===== src/rtl/hpte_pkg.sv =====
// Shared types and constants for the hashed page table engine.
package hpte_pkg;

  // Group geometry: fixed eight-way groups
  localparam int unsigned WAYS     = 8;
  localparam int unsigned WAY_BITS = 3;

  // Field widths of one stored translation entry
  localparam int unsigned VSID_BITS = 24;
  localparam int unsigned API_BITS  = 6;
  localparam int unsigned RPN_BITS  = 20;
  localparam int unsigned WIMG_BITS = 4;
  localparam int unsigned PP_BITS   = 2;
  localparam int unsigned CNT_BITS  = 4;

  // Command codes
  typedef enum logic [1:0] {
    CMD_INSERT = 2'd0,
    CMD_REMOVE = 2'd1,
    CMD_LOOKUP = 2'd2,
    CMD_NONE   = 2'd3
  } cmd_e;

  // One translation entry, 57 bits
  typedef struct packed {
    logic [VSID_BITS-1:0] vsid;
    logic                 h;
    logic [API_BITS-1:0]  api;
    logic [RPN_BITS-1:0]  rpn;
    logic [WIMG_BITS-1:0] wimg;
    logic [PP_BITS-1:0]   pp;
  } entry_t;

  // Result of comparing one group against the request
  typedef struct packed {
    logic [WAYS-1:0]     match;
    logic                hit;
    logic [RPN_BITS-1:0] hit_rpn;
    logic                free;
    logic [WAY_BITS-1:0] free_way;
    logic [CNT_BITS-1:0] count;
  } cmp_res_t;

endpackage


===== src/rtl/hpte_cmp.sv =====
// Group compare unit: match, first hit, first free way and match count of one group.
module hpte_cmp
  import hpte_pkg::*;
(
  input  logic [WAYS-1:0]      valid_i,
  input  entry_t               row_i [WAYS],
  input  logic [API_BITS-1:0]  api_i,
  input  logic [VSID_BITS-1:0] vsid_i,
  output cmp_res_t             res_o
);

  always_comb begin
    cmp_res_t r;
    r = '0;
    // per-way tag compare
    for (int w = 0; w < WAYS; w++) begin
      r.match[w] = valid_i[w] && (row_i[w].api == api_i) && (row_i[w].vsid == vsid_i);
    end
    // priority pick, lowest way wins
    for (int w = WAYS - 1; w >= 0; w--) begin
      if (r.match[w]) begin
        r.hit     = 1'b1;
        r.hit_rpn = row_i[w].rpn;
      end
      if (!valid_i[w]) begin
        r.free     = 1'b1;
        r.free_way = WAY_BITS'(w);
      end
    end
    // number of matching ways
    for (int w = 0; w < WAYS; w++) begin
      r.count = r.count + {{(CNT_BITS-1){1'b0}}, r.match[w]};
    end
    res_o = r;
  end

endmodule


===== config.mk =====
export PLATFORM = sky130hd
export DESIGN_NAME = hpte_cmp
export DESIGN_NICKNAME = d
export VERILOG_FILES = /design/src/rtl/hpte_pkg.sv /design/src/rtl/hpte_cmp.sv
export SDC_FILE = /design/constraint.sdc
export NUM_CORES = 1
export LEC_CHECK = 0
export BUFFER_PORTS_ARGS = -buffer_cell sky130_fd_sc_hd__buf_2
export CAP_MARGIN = 20
export CORE_AREA = 2 2 208 210
export DETAILED_ROUTE_END_ITERATION = 10
export DIE_AREA = 0 0 210 212
export SKIP_LAST_GASP = 1
export SLEW_MARGIN = 10
export SYNTH_ARGS = -nofsm -noshare
export SYNTH_HDL_FRONTEND = slang
export SYNTH_SLANG_ARGS = --single-unit

===== constraint.sdc =====
create_clock -name vclk -period 4.45
set_clock_uncertainty 0.05 [all_clocks]
set_input_delay 0.2225 -clock vclk [all_inputs]
set_output_delay 0.2225 -clock vclk [all_outputs]
set_load 0.005 [all_outputs]

======== Yosys cells after proc, flatten, opt, wreduce, memory -nomap -nowiden ========
Cells that the tools add are included.
cells by class
  $add $sub $neg .......................... 7
  equal/unequal tests ..................... 16
  muxes and demuxes ....................... 16
  reductions and logical operators ........ 16
operators by type and width
  operator                                number
  24-bit == test                          8
  21-bit 2-to-1 mux                       8
  6-bit == test                           8
  4-bit 2-to-1 mux                        8
  4-bit by 1-bit adder with 4-bit output  4
  1-bit logical AND                       16
  3-bit by 1-bit adder with 4-bit output  1
  2-bit by 1-bit adder with 3-bit output  1
  1-bit by 1-bit adder with 2-bit output  1
word-level totals
  register bits after elaboration ......... 0
  input port bits ......................... 494
  word-level logic and storage cells ...... 55

======== Longest topological paths before layout ========
  word-level depth ........................ 11
  depth in mapped cells ................... 16
  depth with buffers taken out ............ 14

======== Least setup slack after synthesis ========
Ideal clock, no wire load.
  kind .................................... input-to-output
  from .................................... input port vsid_i[20]
  to ...................................... output port res_o[1] (netlist name)
  data arrival time ....................... 3.934 ns
  setup slack ............................. 0.244 ns
  stages .................................. 15
  buffers on the path ..................... 2
  cells stage by stage .................... buf_2 xnor2_1 nand4_1 or4_1 nor4_4 buf_2 fa_1 inv_1 fa_1 inv_1 fa_1 ha_1 inv_1 fa_1 inv_1
RTL lines
  what                line           text
  start: declaration  hpte_cmp.sv:8  input logic [VSID_BITS-1:0] vsid_i,
  end: declaration    hpte_cmp.sv:9  output cmp_res_t res_o

==> key figures <==
Route
  – Antenna-violating nets left: 0
  – Aggregate routed wire length: 38,200 um
  – Vias: 6,889
  – WL per Instance: 23.48 um
  – DR vias/cell: 4.234
  – Initial DRC Count: 351
  – First-pass iteration count of the detailed router: 6
  – DRC: 0

Logic synthesis
  – Post-synth top area share: 35.05%
  – Post-Synth XOR/XNOR Area: 47.09%
  – Seq/Total Area, Yosys: 0%
  – Largest family of logic cells by synthesized area: XOR/XNOR gates
  – Synth Area per Inst: 7.459 um^2
  – Largest cells by area after synthesis: xnor2_1, xor2_1, nand4_1
  – Synth Instances: 603
  – Proportion of synthesized area in mux cells: 0%
  – Yosys top cell by area: xnor2_1
  – Synthesized Nets: 1,104
  – Synth warn: 0
  – Post-synthesis compound-gate area fraction: 18.75%
  – Adder-Cell Fraction of Synth Area: 2.615%
  – Simple-gate share of the synthesized area: 22.89%
  – Post-Syn Area: 4498 um^2
  – Netlist cell types: 41

Power
  – Maximum VDD drop: 58.64 uV
  – Leak: 3.455 nW
  – Power Total: 0.6000 mW
  – Pwr dens: 76.76 nW/um^2

Timing
  – Endpoints failing setup: 0
  – Slew Viols, Final: 0
  – Setup TNS: 0 ps
  – Period Utilization, post-route: 95.46%
  – Max Freq: 235.4 MHz
  – Fin crit period: 4248 ps
  – RSZ-0062 raised after global routing: false
  – Setup ws final: 202.2 ps
  – Slew of the pin with the lowest slew margin: 653.0 ps
  – Hold WS: 724.7 ps
  – Slew Limit Headroom: 56.46%
  – Final Hold Fails: 0

Die
  – Top-level I/O count: 531
  – Die Wd: 210 um
  – Die H: 212 um
  – Initial Util: 10.58%
  – Die footprint: 44,520 um^2
  – Core area: 42,510 um^2
  – Std-Cell Rows: 76

Worst setup path
  – CP max FO: 2
  – Largest stage delay, worst path: 570 ps
  – Crit end category: output pin
  – Critical Path Source: row_i[373]
  – Critical setup path kind: primary input to output pin
  – CP Launch Type: primary input
  – Slowest CP cell: or4_4
  – Required time of the critical path: 4180 ps
  – Setup crit end: res_o[1]
  – Critical path data arrival time: 3980 ps
  – CP Cell Sequence: buf_2, xnor2_1, nand4_1, or4_4, nor4_4, buf_4, fa_1, inv_1, fa_1, inv_1, fa_1, ha_1, inv_1, fa_1, inv_1, buf_2

GRT
  – Initial antenna violation count: 13
  – Largest net degree at the start of global routing: 63
  – Total track usage: 16.16%
  – Overflow after GRT: 0
  – Vias in the first global route: 7,143
  – First-pass GRT wire length: 50,270 um

Finish
  – Sequential cells: 0
  – Layout area overhead: 73.77%
  – Clkbuf count: 0
  – Finished Cell Area: 7816 um^2
  – Fill count: 4,841
  – Nets: 1,580
  – Register Area: 0 um^2
  – Layout cells sized above 1: 51.44%

Clock network
  – Postcts setup bufs: 0
  – Post-CTS Hold Buffers: 0

Run
  – Max-cap violations: 0

Placed design
  – Hpwl dp: 33,760 um
  – Pre-CTS WS: -249.5 ps
  – GPL Wtd Cong: 0.9305
  – Placed cell area: 7662 um^2
  – IO Port Bufs: 475

Status
  – Status: completed

Min path
  – Hold path startpoint: valid_i[3]
  – Worst hold path class: primary input to output pin
## where the power goes
part / switching [mW] / internal, mW / leakage, nW
Clock: 0 / 0.000000121 / 0.0000254
Combinational: 0.295 / 0.305 / 3.45
Sequential: 0 / 0 / 0
## synth_stat cells (all sizes together)
master   instances
and3             1
a221o           20
a21oi           20
xor2            60
nor2            24
a21boi           1
o21ai            1
buf             35
and2             2
nand2           26
o211ai          20
o31ai            1
ha               3
or4              4
a31oi            1
inv             12
fa               4
or3             20
nor4            22
nand4           52
nand3            3
nor2b            2
clkbuf          23
a211oi           1
xnor2          181
a311oi          19
nor3             2
a41oi            1
a221oi          20
nand2b          20
a2111oi          1
or2              1
## worst max-delay path, delay by kind of cell
kind          cells  cell delay [ps]
xor+xnor          1              180
fa+ha+maj         5             1840
buf+inv           7              750
simple gates      3              980
## layer usage
metal | vias to the layer above | share of wire (%) | GRT usage [%]
li1 | 3129 | - | -
met1 | 3207 | 37 | 17.05
met2 | 469 | 52 | 31.92
met3 | 78 | 5.9 | 2.275
met4 | 6 | 5.0 | 6.652
met5 | - | 0.10 | 0
## cell type report
type / count / area, um^2 / area share [%]
Tap cell: 546 / 683.2 / 8.740
Multi-Input combinational cell: 533 / 4247 / 54.33
Inverter: 12 / 45.04 / 0.5763
Antenna cell: 4 / 10.01 / 0.1281
Timing Repair Buffer: 532 / 2831 / 36.23
## layout by cell type, fill, tap and decap left out, types with 5 or more instances in the layout
master      n
xnor2_1   173
a21oi_1    20
buf_2     472
nand4_1    52
nand2_1    26
xor2_1     59
nor2_1     23
nor4_1     15
o211ai_1   20
xnor2_2     8
nor4_4      5
nand2b_1   20
a221o_1    20
buf_4      53
inv_1      12
a221oi_1   20
or3_1      20
a311oi_1   19
## metrics by stage
stage	utilization, %	cells
floorplan	-	603
global placement	17.98	1621
detailed placement	18.03	1623
CTS	18.15	1623
global route	18.38	1625
finish	18.39	1627
## what timing repair did
action,CTS,global route
resized for setup,8,17
setup endpoints to repair,2,2
cloned,0,0
pin swaps,0,3
## cell families (layout without fill, tap and decap cells)
logic type      Yosys count  in the layout
other cells               0              4
xor+xnor                241            241
buf+inv                  70            544
simple gates            179            179
fa+ha+maj                 7              7
compound gates          106            106
## worst min-delay path by stage
stage / to / slack (ps) / cells past startpoint
floorplan: res_o[5] / 460 / 1
global route: res_o[5] / 730 / 3
global placement: res_o[5] / 720 / 3
detailed placement: res_o[5] / 720 / 3
CTS: res_o[5] / 720 / 3
finish: res_o[5] / 720 / 3
(Power assumes the default switching activity.)
